### config.mk
export PLATFORM = sky130hd
export DESIGN_NAME = tbb_queue
export DESIGN_NICKNAME = d
export VERILOG_FILES = /design/src/hdl/tbb_pkg.sv /design/src/hdl/tbb_queue.sv
export SDC_FILE = /design/constraint.sdc
export NUM_CORES = 1
export LEC_CHECK = 0
export BUFFER_PORTS_ARGS = -buffer_cell sky130_fd_sc_hd__buf_2
export CAP_MARGIN = 20
export CORE_MARGIN = 5
export CORE_UTILIZATION = 38
export CTS_BUF_LIST = sky130_fd_sc_hd__clkbuf_16
export CTS_CLUSTER_SIZE = 16
export DETAILED_ROUTE_END_ITERATION = 7
export PLACE_DENSITY = 0.7
export SLEW_MARGIN = 15
export SYNTH_ARGS = -nofsm -noshare
export SYNTH_HDL_FRONTEND = slang
export SYNTH_SLANG_ARGS = --single-unit
### constraint.sdc
create_clock -name clock -period 11.3 [get_ports clock]
set_clock_uncertainty 0.15 [all_clocks]
set_input_delay 1.13 -clock clock [delete_from_list [all_inputs] [get_ports clock]]
set_output_delay 1.13 -clock clock [all_outputs]
set_load 0.05 [all_outputs]
### src/hdl/tbb_pkg.sv
// Shared types and constants of the 4bpp tile blitter.
// Used by every module of the block; depends on nothing.
package tbb_pkg;

   // Tile set and color parameters.
   localparam logic [12:0] TILE_COUNT    = 13'd1024;
   localparam int          PALETTE_SHIFT = 4;

   // Tile store as 32-bit words of four packed bytes (one half-row each).
   localparam int STORE_AW    = 15;
   localparam int STORE_WORDS = 1 << STORE_AW;

   // Index of the final half-row of a draw.
   localparam logic [4:0] LAST_HALF_ROW = 5'd31;

   // Left and top edge below which a draw is rejected.
   localparam logic signed [12:0] REJECT_LOW = -13'sd15;

   // Register reset values.
   localparam logic [10:0] DEST_WIDTH_RESET  = 11'd256;
   localparam logic [10:0] DEST_HEIGHT_RESET = 11'd224;

   // Item modes.
   localparam logic MODE_LOAD = 1'b0;
   localparam logic MODE_DRAW = 1'b1;

   // Register indexes.
   localparam logic REG_DEST_WIDTH  = 1'b0;
   localparam logic REG_DEST_HEIGHT = 1'b1;

   // Destination size as seen by the clipping logic.
   typedef struct packed {
      logic [10:0] width;
      logic [10:0] height;
   } dims_type;

   // One classified request as it travels through the queue.
   typedef struct packed {
      logic               mode;
      logic [16:0]        store_addr;
      logic [7:0]         store_byte;
      logic [11:0]        tile;
      logic signed [11:0] pos_x;
      logic signed [11:0] pos_y;
      logic [7:0]         bank_add;
      logic               hflip;
      logic               vflip;
      logic               reject;
      logic               fill;
   } cmd_type;

   // Queue fill status.
   typedef struct packed {
      logic full;
      logic empty;
   } queue_status_type;

   // Back end sequencer states.
   typedef enum logic [1:0] {
      BACK_IDLE,
      BACK_DRAW,
      BACK_WAIT
   } back_state_type;

endpackage

### src/hdl/tbb_queue.sv
// Two-entry queue of classified requests between front and back end.
// Depends on tbb_pkg.
module tbb_queue (
   input  logic                      clock,
   input  logic                      reset,
   input  logic                      push,
   input  tbb_pkg::cmd_type          push_cmd,
   input  logic                      pop,
   output tbb_pkg::cmd_type          pop_cmd,
   output tbb_pkg::queue_status_type status
);
   import tbb_pkg::*;

   cmd_type    entries_ff [2];
   logic       wr_ptr_ff;
   logic       wr_ptr_in;
   logic       rd_ptr_ff;
   logic       rd_ptr_in;
   logic [1:0] count_ff;
   logic [1:0] count_in;

   assign status.full  = count_ff == 2'd2;
   assign status.empty = count_ff == 2'd0;
   assign pop_cmd      = entries_ff[rd_ptr_ff];

   // Pointer and occupancy update.
   always_comb begin
      wr_ptr_in = push ? !wr_ptr_ff : wr_ptr_ff;
      rd_ptr_in = pop ? !rd_ptr_ff : rd_ptr_ff;
      count_in  = count_ff + {1'b0, push} - {1'b0, pop};
   end

   always_ff @(posedge clock) begin
      if (reset) begin
         wr_ptr_ff <= 1'b0;
         rd_ptr_ff <= 1'b0;
         count_ff  <= 2'd0;
      end else begin
         wr_ptr_ff <= wr_ptr_in;
         rd_ptr_ff <= rd_ptr_in;
         count_ff  <= count_in;
      end
   end

   // Entry storage needs no reset.
   always_ff @(posedge clock) begin
      if (push) begin
         entries_ff[wr_ptr_ff] <= push_cmd;
      end
   end

endmodule

* Word level (Yosys, flattened, before mapping)
Memories as Yosys holds them, arrays and structs flattened. A register that Yosys moved wholly into a read port is not among the register bits. Cells that the tools add are included.
Storage, ports and cells: memory bits (writable) 148, output and inout port bits 76, register bits after elaboration 4, memories 1
Operators by class: equal/unequal tests 1, $add $sub $neg 2, mux-type cells 4, reductions and logical operators 3
Memory list:
- entries_ff | depth 2, bits a word 74, read ports 1, clocked after memory_dff 1, wr ports 1, RTL line tbb_queue.sv:14 | cmd_type entries_ff [2];
Operators with widths (count):
- $mux W1 | 4
- $add A2 B1 Y2 | 1
- $eq A2 B2 Y1 const B | 1
- $logic_not A1 Y1 | 2
- $logic_not A2 Y1 | 1
- $sub A2 B1 Y2 | 1

* Depth between registers and ports, before layout
word-level depth 3, gate-level depth with buffers 6, depth with buffers taken out 6

* Least setup slack after synthesis
Ideal clock, no wire load.
path type input port to flip-flop, start in push, end mem entries_ff[0][0] in the netlist's numbering, enable pin, arrival time 4.372 ns, buffers on the path 0, required time 10.634 ns, stages on the path 1, slack 6.263 ns, setup time 0.516 ns, cell sequence nor2b_1
Between the ends: cells in the longest elaborated chain, start to end 2
RTL lines:
- start, declared | RTL line tbb_queue.sv:6 | input logic push,
- $mux W1 | RTL line tbb_queue.sv:47 | if (push) begin
- $mux W1 (implied by the code) | RTL line tbb_queue.sv:48 | entries_ff[wr_ptr_ff] <= push_cmd;
- end, declared | RTL line tbb_queue.sv:14
No other way between the ends.

==> impl_metrics.csv <==
group,metric,value,unit
synthesis,ys_types,13,
grt,grt_first_pass_wirelength,16.2,mm
grt,grt_max_degree,75,
sta,finalSetupTns,0,ps
route,wl_per_cell,17.0,um
worst_setup_path,startpoint_type,"register",
power_and_ir_drop,vdd_drop_max,0.103,mV
route,drt_iter0_drc,111,
worst_setup_path,crit_fanout,38,
grt,antenna_found_initial,2,
cts,h-tree-depth,4,
final_layout,final_cell_mix,"buf_2, edfxtp_1, mux2_4",
synthesis,synthCells,251,
cts,path_clk_slew,60,ps
sta,period_share,33.4,%
final_layout,final_common_cell,"buf_2",
cts,postCtsSetupBuffers,0,
worst_setup_path,crit_path_end_kind,"primary output",
route,viasPerCell,4.55,
worst_setup_path,path_class,"register to primary output",
power_and_ir_drop,pwr_density_cell,202,mW/mm^2
sta,min_period,3780,ps
sta,whs,375,ps
cts,numCtsBuffers,17,
floorplan,num_rows,45,
route,dr.pass1.iters,4,
floorplan,die_area,0.0178,mm^2
route,ant_nets,0,
grt,grt_remaining_overflow,0,
final_layout,drive_above_1_share,60.2,%
sta,relSlewSlack,30.1,%
route,wirelength,10.5,mm
floorplan,core_area,0.0151,mm^2
final_layout,nNetsFinal,497,
sta,max_freq,265,MHz
sta,rsz0062_at_grt,"no",
worst_setup_path,rr_endpoint,"entries_ff[0][1]$_DFFE_PP_",
sta,finalSetupViolations,0,
worst_hold_path,hp-start,"rd_ptr_ff$_SDFFE_PP0P_",
final_layout,fillers,1289,
sta,tightest_slew,1050,ps
cts,insertion_delay,420,ps
floorplan,die_h,134,um
sta,slew_violations,0,
place,dp.final_hpwl,7.12,mm
final_layout,antennaDiodeCount,0,
final_layout,area_growth,26.4,%
worst_hold_path,hold_path.class,"register to register",
place,port_buffers,153,
worst_setup_path,worstPathArrival,2500,ps
worst_setup_path,cp.required,10020,ps
cts,cts_tree,"yes",
synthesis,syn-num-nets,331,
grt,grt_pass1_vias,3194,
floorplan,dieWidth,134,um
floorplan,io_pins,154,
worst_setup_path,r2r_cells,2,
floorplan,start_util,38.5,%
synthesis,syn_area,0.00580,mm^2
synthesis,synth_warnings,0,
cts,cts_buffer_depth,2,
route,vias,2810,
grt,grtUsageTotal,12.0,%
synthesis,ys_seq_elements,153,
synthesis,avgSynthCellArea,23.1,um^2
cts,numClockSinks,153,
cts,root_buffer,"clkbuf_16",
sta,hold_viol_final,0,
outcome,status,"complete, no violations",
power_and_ir_drop,p_leak,2.90,nW
cts,post_cts_resized,0,
route,drc,0,
worst_hold_path,whs_path_depth,2,
place,gp_congestion,0.705,
flow_run,maxCapViolCount,0,
cts,ctsHoldBuffers,0,
worst_setup_path,r2r_setup_slack,8980,ps
synthesis,seq_area_frac_synth,78.3,%
worst_setup_path,regToRegStartpoint,"wr_ptr_ff$_SDFFE_PP0P_",
registers in the layout, indices dropped and copies added (netlist names), named ones only:
register and cells:
wr_ptr_ff 1, count_ff 2, rd_ptr_ff 1, entries_ff 148
per-stage QoR:
| step | total power, W | cell area [um^2] | worst slack, ps | std cells | util (%) |
|---|---|---|---|---|---|
| after global placement | 0.000935 | 6750 | 7930 | 586 | 44.7 |
| after floorplan | 0.000885 | 5800 | 6260 | 251 | - |
| after global routing | 0.00153 | 7340 | 7360 | 618 | 48.6 |
| after CTS | 0.00150 | 7340 | 7420 | 618 | 48.6 |
| after detailed placement | 0.000941 | 6750 | 7880 | 586 | 44.7 |
| final | 0.00148 | 7340 | 7520 | 618 | 48.6 |
report_power, final:
| part | internal, W | leakage [nW] | switching (W) |
|---|---|---|---|
| registers | 0.000663 | 1.43 | 0.0000169 |
| clock network | 0.000343 | 0.284 | 0.000211 |
| logic | 0.0000802 | 1.18 | 0.000165 |
| total | 0.00109 | 2.90 | 0.000393 |
kinds of logic after synthesis:
group / synth area share, %
flip-flops: 78.3
XOR/XNOR: 0.690
AND/OR/NAND/NOR: 0.755
adder cells (fa/ha/maj): 0.431
buffers and inverters: 1.57
multiplexers: 18.2
cell type report:
cell class              count  area (um^2)  area share [%]
multi-input cells          88         1180            16.0
repair buffers            155          781            10.6
inverters                   2         7.51           0.102
flip-flops and latches    153         4550            62.0
clock buffers              17          425            5.80
clock inverters            15          161            2.20
well taps                 188          235            3.21
per-layer routing:
metal | track usage, % | vias to the layer above | routed length [um]
met4 | 5.31 | 4 | 141
li1 | - | 1324 | -
met5 | 0 | - | 40
met3 | 4.76 | 19 | 674
met2 | 20.2 | 100 | 5390
met1 | 13.5 | 1363 | 4290
cells in the mapped netlist:
| master | count | area [um^2] |
|---|---|---|
| dfxtp_1 | 5 | 100 |
| buf_6 | 7 | 78.8 |
| nor2b_1 | 3 | 18.8 |
| and2_1 | 1 | 6.26 |
| inv_1 | 2 | 7.51 |
| mux2_2 | 14 | 158 |
| nor2_1 | 5 | 18.8 |
| mux2_4 | 60 | 901 |
| xnor2_1 | 2 | 17.5 |
| ha_1 | 2 | 25.0 |
| edfxtp_1 | 148 | 4440 |
| buf_2 | 1 | 5.00 |
| xnor3_1 | 1 | 22.5 |
worst max path at each step:
stage	start	endpoint	slack (ps)	cells after the start
floorplan	push	entries_ff[0][0]$_DFFE_PP_	6260	1
global placement	register	pop_cmd[3]	7930	3
detailed placement	register	pop_cmd[11]	7880	3
CTS	register	pop_cmd[6]	7420	3
global route	register	pop_cmd[6]	7360	3
finish	register	pop_cmd[1]	7520	3
critical path, stage by stage (launching register included):
cell and delay (ps):
dfxtp_4 800, buf_4 650, mux2_2 400, buf_2 210
Power figures use the tool's default switching activity.
