===== src/hdl/tbb_pkg.sv =====
// Shared types and constants of the 4bpp tile blitter.
// Used by every module of the block; depends on nothing.
package tbb_pkg;

   // Tile set and color parameters.
   localparam logic [12:0] TILE_COUNT    = 13'd1024;
   localparam int          PALETTE_SHIFT = 4;

   // Tile store as 32-bit words of four packed bytes (one half-row each).
   localparam int STORE_AW    = 15;
   localparam int STORE_WORDS = 1 << STORE_AW;

   // Index of the final half-row of a draw.
   localparam logic [4:0] LAST_HALF_ROW = 5'd31;

   // Left and top edge below which a draw is rejected.
   localparam logic signed [12:0] REJECT_LOW = -13'sd15;

   // Register reset values.
   localparam logic [10:0] DEST_WIDTH_RESET  = 11'd256;
   localparam logic [10:0] DEST_HEIGHT_RESET = 11'd224;

   // Item modes.
   localparam logic MODE_LOAD = 1'b0;
   localparam logic MODE_DRAW = 1'b1;

   // Register indexes.
   localparam logic REG_DEST_WIDTH  = 1'b0;
   localparam logic REG_DEST_HEIGHT = 1'b1;

   // Destination size as seen by the clipping logic.
   typedef struct packed {
      logic [10:0] width;
      logic [10:0] height;
   } dims_type;

   // One classified request as it travels through the queue.
   typedef struct packed {
      logic               mode;
      logic [16:0]        store_addr;
      logic [7:0]         store_byte;
      logic [11:0]        tile;
      logic signed [11:0] pos_x;
      logic signed [11:0] pos_y;
      logic [7:0]         bank_add;
      logic               hflip;
      logic               vflip;
      logic               reject;
      logic               fill;
   } cmd_type;

   // Queue fill status.
   typedef struct packed {
      logic full;
      logic empty;
   } queue_status_type;

   // Back end sequencer states.
   typedef enum logic [1:0] {
      BACK_IDLE,
      BACK_DRAW,
      BACK_WAIT
   } back_state_type;

endpackage


===== src/hdl/tbb_front.sv =====
// Front end of the tile blitter: accepts requests and classifies draws.
// Depends on tbb_pkg; feeds tbb_queue.
module tbb_front (
   input  logic               req_valid,
   output logic               req_stall,
   input  logic               req_mode,
   input  logic [16:0]        req_store_addr,
   input  logic [7:0]         req_store_byte,
   input  logic [11:0]        req_tile_index,
   input  logic signed [11:0] req_pos_x,
   input  logic signed [11:0] req_pos_y,
   input  logic [3:0]         req_palette_bank,
   input  logic [1:0]         req_flip,
   input  tbb_pkg::dims_type  dims,
   input  tbb_pkg::queue_status_type queue_status,
   output logic               push,
   output tbb_pkg::cmd_type   push_cmd
);
   import tbb_pkg::*;

   logic signed [12:0] px;
   logic signed [12:0] py;
   logic signed [12:0] w;
   logic signed [12:0] h;

   // Accept whenever the queue has room.
   assign req_stall = queue_status.full;
   assign push      = req_valid && !queue_status.full;

   assign px = {req_pos_x[11], req_pos_x};
   assign py = {req_pos_y[11], req_pos_y};
   assign w  = $signed({2'b00, dims.width});
   assign h  = $signed({2'b00, dims.height});

   // Classify the draw: whole-tile reject, out-of-range fill, and color offset.
   always_comb begin
      push_cmd.mode       = req_mode;
      push_cmd.store_addr = req_store_addr;
      push_cmd.store_byte = req_store_byte;
      push_cmd.tile       = req_tile_index;
      push_cmd.pos_x      = req_pos_x;
      push_cmd.pos_y      = req_pos_y;
      push_cmd.bank_add   = 8'({4'b0000, req_palette_bank} << PALETTE_SHIFT);
      push_cmd.hflip      = req_flip[0];
      push_cmd.vflip      = req_flip[1];
      push_cmd.reject     = (px < REJECT_LOW) || (py < REJECT_LOW) || (py > h) ||
                            ((py == h) && (px > w));
      push_cmd.fill       = {1'b0, req_tile_index} >= TILE_COUNT;
   end

endmodule


===== config.mk =====
export PLATFORM = sky130hd
export DESIGN_NAME = tbb_front
export DESIGN_NICKNAME = d
export VERILOG_FILES = /design/src/hdl/tbb_pkg.sv /design/src/hdl/tbb_front.sv
export SDC_FILE = /design/constraint.sdc
export NUM_CORES = 1
export LEC_CHECK = 0
export ABC_AREA = 1
export BUFFER_PORTS_ARGS = -buffer_cell sky130_fd_sc_hd__buf_2
export CAP_MARGIN = 20
export CORE_MARGIN = 2
export CORE_UTILIZATION = 34
export DETAILED_ROUTE_END_ITERATION = 12
export PLACE_DENSITY_LB_ADDON = 0.08
export SLEW_MARGIN = 20
export SYNTH_ARGS = -nofsm -noshare
export SYNTH_HDL_FRONTEND = slang
export SYNTH_SLANG_ARGS = --single-unit

===== constraint.sdc =====
create_clock -name vclk -period 1.48
set_clock_uncertainty 0.1 [all_clocks]
set_input_delay 0.222 -clock vclk [all_inputs]
set_output_delay 0.222 -clock vclk [all_outputs]
set_load 0.02 [all_outputs]

**After elaboration in Yosys (flattened, before gate mapping)**

Index checks and enable logic that the tools add are counted.

- Register bits after elaboration: 0
- Input port bits: 93

- $lt $le $gt $ge: 5
- Equality and inequality tests: 1
- Reductions and logical operators: 6

Operators with widths:

| operator | count |
|---|---|
| $gt A12 B12 Y1 | 2 |
| $lt A12 B5 Y1 const B | 2 |
| $eq A12 B12 Y1 | 1 |
| $ge A12 B11 Y1 const B | 1 |
| $logic_or A1 B1 Y1 | 3 |
| $logic_and A1 B1 Y1 | 2 |
| $logic_not A1 Y1 | 1 |

**Depth between registers and ports, before layout**

Gate-level depths: netlist of run 1.

- Depth in word-level cells: 4
- Mapped depth: 13
- Depth with buffers taken out: 13

**Worst setup path before layout of run 1**

Ideal clock, no wire load.

- Path kind: in2out
- Start point: input dims[10] (netlist bit)
- End point: output push_cmd[1] (netlist bit)
- Arrival: 1.130 ns
- Data required time: 1.158 ns
- Slack: 0.028 ns
- Stages on the path: 10
- Path buffers: 0
- Cells stage by stage: inv_1 > ha_1 > nand2_1 > inv_2 > nand3_4 > nor2_4 > nand3_1 > nor2_1 > nand2_1 > nand3_2

RTL lines:

| element | RTL line | RTL |
|---|---|---|
| start, declared | tbb_front.sv:14 | `input tbb_pkg::dims_type dims,` |
| end, declared | tbb_front.sv:17 | `output tbb_pkg::cmd_type push_cmd` |

==> results.json, run 1 <==
{
  "critPathKind": "in2out",
  "fin_crit_sh_pct": 108.9,
  "cts-hold-fix-buffers": 0,
  "core_mm2": 0.003689,
  "required_ns": 1.16,
  "cts_setup_buffers": 0,
  "status": "finished with violations",
  "final_util_pct": 44.78,
  "numPortBuffers": 80,
  "area_growth_pct": 26.44,
  "worstPathArrival_ns": 1.29,
  "synth_top_area_share_pct": 41.95,
  "ant_nets": 0,
  "finalPower_mw": 0.4805,
  "wl_um": 2803,
  "dr.first_iter.drc_count": 17,
  "slew_viol_final": 0,
  "grt_pass1_vias": 1096,
  "drt_pass1_iterations": 3,
  "drive_gt1_share_pct": 60.96,
  "critPathLaunchType": "input pin",
  "die_area_mm2": 0.004354,
  "grt_max_degree": 4,
  "hold-worst-slack_ns": 0.3440,
  "netlist_area_mm2": 0.001306,
  "maxCapViolations": 0,
  "setup_viol": 1,
  "timing.final.ws_setup_ns": -0.1313,
  "ir_worst_vdd_mv": 0.1310,
  "nFlopsAndLatches": 0,
  "layout_common_cells": "buf_2, nand2_1, inv_1, buf_4",
  "start_util_pct": 35.41,
  "vias": 1175,
  "grt_use_total_pct": 11.89,
  "overflow": 0,
  "dp_hpwl_um": 2378,
  "regArea_um2": 0,
  "rows": 22,
  "antenna_found_initial": 0,
  "mostFrequentLayoutCell": "buf_2",
  "hold_path_class": "in2out",
  "clkbuf_count": 0,
  "stdcell_area_mm2": 0.001652,
  "power_density_mw_per_mm2": 291.0,
  "avgViaCountPerCell": 4.257,
  "synth_top_cell_by_area": "buf_4",
  "nets": 345,
  "yosysSeqAreaShare_pct": 0,
  "die_x_um": 65.99,
  "gp_congestion": 0.6814,
  "violations": "setup timing",
  "path_max_fanout": 3,
  "antenna_cells": 0,
  "grt_pass1_wl_um": 4360,
  "crit_path_end_kind": "output pin",
  "post-route-drc-count": 0,
  "synth_cells": 201,
  "rsz0062_at_grt": "true",
  "pre_cts_ws_ns": -0.2305,
  "fmax_ghz": 0.6206,
  "synth_area_leaders": "buf_4, ha_1, inv_1, nand2_1, nor2_1",
  "yosysUniqueCellTypes": 19,
  "wire_per_inst_um": 10.16,
  "p_leak_nw": 0.9412,
  "hold_depth": 0,
  "min_period_ns": 1.611,
  "finalHoldViolCount": 0,
  "io_pins": 169,
  "post_dp_cell_area_mm2": 0.001358,
  "chipHeight_um": 65.99,
  "yosys_warnings": 0,
  "syn_area_per_cell_um2": 6.499
}
-- power breakdown --
part / switching (mW) / leakage [nW] / internal (mW)
sequential: 0 / 0 / 0
combinational: 0.245 / 0.941 / 0.236
clock: 0 / 0 / 0
-- worst paths after layout --
path,from,end
setup / recovery,dims[7],push_cmd[1]
hold / removal,req_palette_bank[2],push_cmd[10]
-- worst max-delay path, cell delays in order --
cell     delay, ns
buf_6         0.07
inv_2         0.03
ha_4          0.25
nand2_2       0.04
inv_2         0.06
nand3_4       0.06
nor2_4        0.13
nand3_2       0.06
nor2_1        0.10
nand2_1       0.07
nand3_2       0.06
buf_6         0.11
-- cells by family (layout without fill, tap and decap cells) --
kind of cell	Yosys count	after routing	synth area share [%]
buffers and inverters	109	133	52.30
and+or+nand+nor	59	59	21.84
adders and majority gates	22	22	21.07
AOI/OAI and AO/OA	10	10	4.501
other	1	4	0.2871
-- cell type report --
class                      instances  area (um^2)
inverter                          36        135.1
multi-input combinational         95        840.8
fill                             414         2037
tap                               48        60.06
timing repair buffer              97        615.6
-- cells in the mapped netlist --
| cell type | count |
|---|---|
| nor2_4 | 1 |
| nor3b_1 | 1 |
| or2_2 | 1 |
| nand3_2 | 1 |
| a21o_1 | 2 |
| o21ai_0 | 1 |
| nand2_1 | 31 |
| inv_2 | 2 |
| buf_4 | 73 |
| nand4_1 | 4 |
| a31oi_1 | 1 |
| o21bai_1 | 1 |
| nand3_1 | 5 |
| conb_1 | 1 |
| inv_1 | 34 |
| ha_1 | 22 |
| a21oi_1 | 5 |
| nor2_1 | 13 |
| nand3_4 | 2 |
-- what timing repair did --
item                                    in CTS  in global routing
pin swaps                                   22                  2
resized for setup                           50                  5
endpoints found under the setup margin       1                  1
-- metal layers --
| layer | vias up | routed length, um | GRT usage, % |
|---|---|---|---|
| met4 | 0 | 77 | 2.551 |
| li1 | 596 | - | - |
| met3 | 16 | 366 | 3.918 |
| met2 | 82 | 1291 | 21.97 |
| met1 | 481 | 1068 | 13.11 |
| met5 | - | 0 | 0 |
-- metrics by stage --
stage / instances / setup TNS [ns]
after CTS: 276 / -0.1303
after floorplan: 204 / 0
after detailed placement: 276 / -0.2305
after global placement: 276 / -0.2322
after global routing: 276 / -0.2349
final: 276 / -0.1313
Power figures use the tool's default switching activity.
==> run 2, diff against run 1 <==
==> constraint.sdc (replaced) <==
create_clock -name vclk -period 1.48
set_clock_uncertainty 0.1 [all_clocks]
set_input_delay 0.148 -clock vclk [all_inputs]
set_output_delay 0.148 -clock vclk [all_outputs]
set_load 0.02 [all_outputs]
==> run 2 against run 1 <==
  * The flow now finishes without violations
  * Final cell count shrank 1.1%
  * Worst setup slack improved by 0.14 ns
  * Hold slack lost 0.15 ns
  * Die area is the same
  * Global-route usage rose by 0.35 points
  * Total power up 2.7%
==> results.json, run 2 (same netlist as run 1, synthesis figures left out) <==
{
  "nets": 342,
  "die_x_um": 65.99,
  "fin_crit_sh_pct": 99.39,
  "rows": 22,
  "required_ns": 1.23,
  "nFlopsAndLatches": 0,
  "wire_per_inst_um": 10.94,
  "rsz0062_at_grt": "true",
  "min_period_ns": 1.471,
  "die_area_mm2": 0.004354,
  "p_leak_nw": 0.9296,
  "nFillCells": 403,
  "grt_use_met1_pct": 13.72,
  "cp-endpoint": "push_cmd[1]",
  "pre_cts_ws_ns": -0.08804,
  "setup_viol": 0,
  "worstHoldStart": "req_palette_bank[2]",
  "slew_viol_final": 0,
  "critPathLaunchType": "input pin",
  "chipHeight_um": 65.99,
  "grt_busiest_layer": "met2",
  "vias": 1151,
  "clkbuf_count": 0,
  "maxCapViolations": 0,
  "grtUsageMet3_pct": 4.089,
  "crit_path_end_kind": "output pin",
  "mostFrequentLayoutCell": "buf_2",
  "layout_common_cells": "buf_2, nand2_1, inv_1, buf_6, ha_4",
  "fmax_ghz": 0.6798,
  "overflow": 0,
  "ant_nets": 0,
  "grt_pass1_vias": 1052,
  "io_pins": 169,
  "post_dp_cell_area_mm2": 0.001335,
  "timing.final.ws_setup_ns": 0.009015,
  "tns_ns": 0,
  "grt_pass1_wl_um": 4402,
  "hold_path_class": "in2out",
  "wl_um": 2987,
  "core_mm2": 0.003689,
  "avgViaCountPerCell": 4.216,
  "drt_pass1_iterations": 2,
  "path_max_fanout": 3,
  "area_growth_pct": 27.20,
  "finalHoldViolCount": 0,
  "crit_start": "req_pos_y[7]",
  "antenna_found_initial": 0,
  "grt_use_total_pct": 12.24,
  "worstPathArrival_ns": 1.22,
  "antenna_cells": 0,
  "critPathKind": "in2out",
  "grt_max_degree": 4,
  "placed_cells": 273,
  "finalPower_mw": 0.4934,
  "start_util_pct": 35.41,
  "gp_congestion": 0.6581,
  "post-route-drc-count": 0,
  "ir_worst_vdd_mv": 0.1286,
  "numPortBuffers": 80,
  "dr.first_iter.drc_count": 16,
  "regArea_um2": 0,
  "met2_usage_pct": 22.35,
  "dp_hpwl_um": 2373,
  "stdcell_area_mm2": 0.001662,
  "drive_gt1_share_pct": 61.33,
  "power_density_mw_per_mm2": 296.9,
  "finalNonFillerCells": 273,
  "status": "completed"
}
-- run 2: cell types whose count changed in the layout (fill, tap and decap cells not counted), moves of 2 or more --
cell,change
nand2_1,-2
nand2_2,+2
buf_2,-2
buf_4,-3
buf_6,+2
-- run 2: worst min path at each step --
stage	end	slack (ns)	depth (start not counted)
after floorplan	push	0.28	1
after global placement	push_cmd[36]	0.20	0
after detailed placement	push_cmd[36]	0.20	0
after CTS	push_cmd[36]	0.20	0
after global routing	push_cmd[52]	0.20	0
final	push_cmd[10]	0.20	0
-- run 2: power breakdown --
part	switching, mW	total, mW	internal, mW	leakage, nW
clock network	0	0	0	0
logic	0.253	0.493	0.241	0.930
registers	0	0	0	0
-- run 2: through the flow --
step	util [%]	hold WS [ns]
2_1_floorplan	-	0.2758
3_3_place_gp	36.19	0.1961
3_5_place_dp	36.19	0.1961
4_1_cts	43.96	0.1961
5_1_grt	45.05	0.1960
6_report	45.05	0.1960
-- run 2: area by class of cell --
class / instances / area, um^2 / area share, %
Inverter: 36 / 137.6 / 8.283
Tap cell: 48 / 60.06 / 3.614
Timing Repair Buffer: 94 / 605.6 / 36.45
Multi-Input combinational cell: 95 / 858.3 / 51.66
-- run 2: routing by layer --
metal,up-vias,routed length [um]
met5,-,0
li1,589,-
met4,0,77
met3,16,376
met2,82,1371
met1,464,1161
-- run 2: repair_timing --
item / CTS / global route
hold buffers: 0 / 0
setup buffers: 0 / 0
gates resized for setup: 57 / 8
setup endpoints to repair: 1 / 1
pin swaps: 25 / 7
-- run 2: worst max-delay path: stages --
cell and delay (ns):
buf_6 0.10, ha_4 0.26, nand2_2 0.04, inv_2 0.06
nand3_4 0.06, nor2_4 0.13, nand3_2 0.06, nor2_1 0.10
nand2_1 0.07, nand3_2 0.07, buf_6 0.12
==> run 3, diff against run 2 <==
--- a/config.mk
+++ b/config.mk
@@ -8,9 +8,9 @@
 export ABC_AREA = 1
 export BUFFER_PORTS_ARGS = -buffer_cell sky130_fd_sc_hd__buf_2
 export CAP_MARGIN = 20
-export CORE_MARGIN = 2
-export CORE_UTILIZATION = 34
+export CORE_AREA = 2 2 65 67
 export DETAILED_ROUTE_END_ITERATION = 12
+export DIE_AREA = 0 0 67 69
 export PLACE_DENSITY_LB_ADDON = 0.08
 export SLEW_MARGIN = 20
 export SYNTH_ARGS = -nofsm -noshare
==> run 3 against run 2 <==
  * Critical path type unchanged
  * Non-clock buffer count rose by 3
  * Total power is 2.0% higher
  * Highest routed layer unchanged
  * Largest power group unchanged
  * Via count increased by 2.5%
==> results.json, run 3 (same netlist as run 1, synthesis figures left out) <==
{
  "worstPathArrival_ns": 1.22,
  "grt_pass1_wl_um": 4781,
  "hold_depth": 0,
  "die_area_mm2": 0.004623,
  "core_mm2": 0.003914,
  "vias": 1180,
  "finalPower_mw": 0.5031,
  "clkbuf_count": 0,
  "route.met2.wl_um": 1533,
  "finalHoldViolCount": 0,
  "power_density_mw_per_mm2": 298.9,
  "area_growth_pct": 28.83,
  "tns_ns": 0,
  "grt_pass1_vias": 1109,
  "hold_path_class": "in2out",
  "nets": 345,
  "dr.first_iter.drc_count": 14,
  "cts_setup_buffers": 0,
  "wire_per_inst_um": 11.48,
  "mostFrequentLayoutCell": "buf_2",
  "ir_worst_vdd_mv": 0.1146,
  "path_buf_inv": 3,
  "maxCapViolations": 0,
  "met3WireLength_um": 384,
  "nFlopsAndLatches": 0,
  "required_ns": 1.23,
  "rsz0062_at_grt": "true",
  "ant_nets": 0,
  "p_leak_nw": 0.9509,
  "path_max_fanout": 3,
  "critPathKind": "in2out",
  "top_layer": "met4",
  "regArea_um2": 0,
  "wl_um": 3191,
  "avgViaCountPerCell": 4.245,
  "antenna_cells": 0,
  "slowest_delay_ns": 0.26,
  "min_period_ns": 1.471,
  "antenna_found_initial": 0,
  "path_cells": "buf_6 -> ha_4 -> nand2_2 -> inv_2 -> nand3_4 -> nor2_4 -> nand2_1 -> nand3_1 -> nand3_1 -> nand3_2 -> buf_6",
  "numPortBuffers": 80,
  "gp_congestion": 0.6603,
  "status": "completed",
  "worstHoldStart": "req_store_addr[12]",
  "grt_max_degree": 4,
  "critPathLaunchType": "input pin",
  "die_x_um": 67,
  "crit_path_end_kind": "output pin",
  "drt_pass1_iterations": 3,
  "cts-hold-fix-buffers": 0,
  "hold_end": "push_cmd[68]",
  "chipHeight_um": 69,
  "grt_use_total_pct": 12.62,
  "fmax_ghz": 0.6800,
  "start_util_pct": 33.38,
  "layout_common_cells": "buf_2, nand2_1, inv_1, buf_6, buf_4",
  "setup_viol": 0,
  "dp_hpwl_um": 2759,
  "rows": 23,
  "path_delay_family": "simple AND/OR/NAND/NOR gates",
  "io_pins": 169,
  "overflow": 0,
  "drive_gt1_share_pct": 62.72,
  "post-route-drc-count": 0,
  "fin_crit_sh_pct": 99.36,
  "crit_slowest_cell": "ha_4",
  "slew_viol_final": 0,
  "met1_length_um": 1124
}
[run 3: worst max-delay path by stage]
stage                       from     endpoint  slack [ns]  cells past startpoint
floorplan               dims[10]  push_cmd[1]        0.18                     10
global placement    req_pos_x[7]  push_cmd[1]       -0.09                     10
detailed placement  req_pos_y[7]  push_cmd[1]       -0.10                     11
CTS                 req_pos_y[7]  push_cmd[1]       0.002                     11
global route            dims[18]  push_cmd[1]       -0.06                     11
finish              req_pos_y[7]  push_cmd[1]       0.009                     11
[run 3: area by class of cell]
class	count	area, um^2
fillers	436	2231
inverters	36	140.1
multi-input cells	95	845.8
well taps	50	62.56
repair buffers	97	634.4
[run 3: report_power, final]
part	leakage [nW]	internal [mW]	switching (mW)	total, mW
Sequential	0	0	0	0
Combinational	0.951	0.250	0.253	0.503
Clock	0	0	0	0
[run 3: per-stage QoR]
step                      util (%)  area (um^2)  hold slack, ns  cells  setup slack [ns]
after floorplan                  -         1318          0.2758    204            0.1759
after global placement       34.75         1360          0.1961    278          -0.09123
after detailed placement     34.75         1360          0.1961    278           -0.1037
after CTS                    41.05         1607          0.1961    278          0.002030
after global routing         43.00         1683          0.1960    278          -0.05949
final                        43.00         1683          0.1960    278          0.009464
[run 3: repair_timing]
action,CTS,global route
gates resized for setup,43,21
pin swaps,16,15
endpoints found under the setup margin,1,1
[run 3: layer usage]
metal	vias to the layer above	GRT usage (%)
met1	490	13.39
met5	-	0
li1	594	-
met2	70	22.88
met3	26	3.100
met4	0	5.215
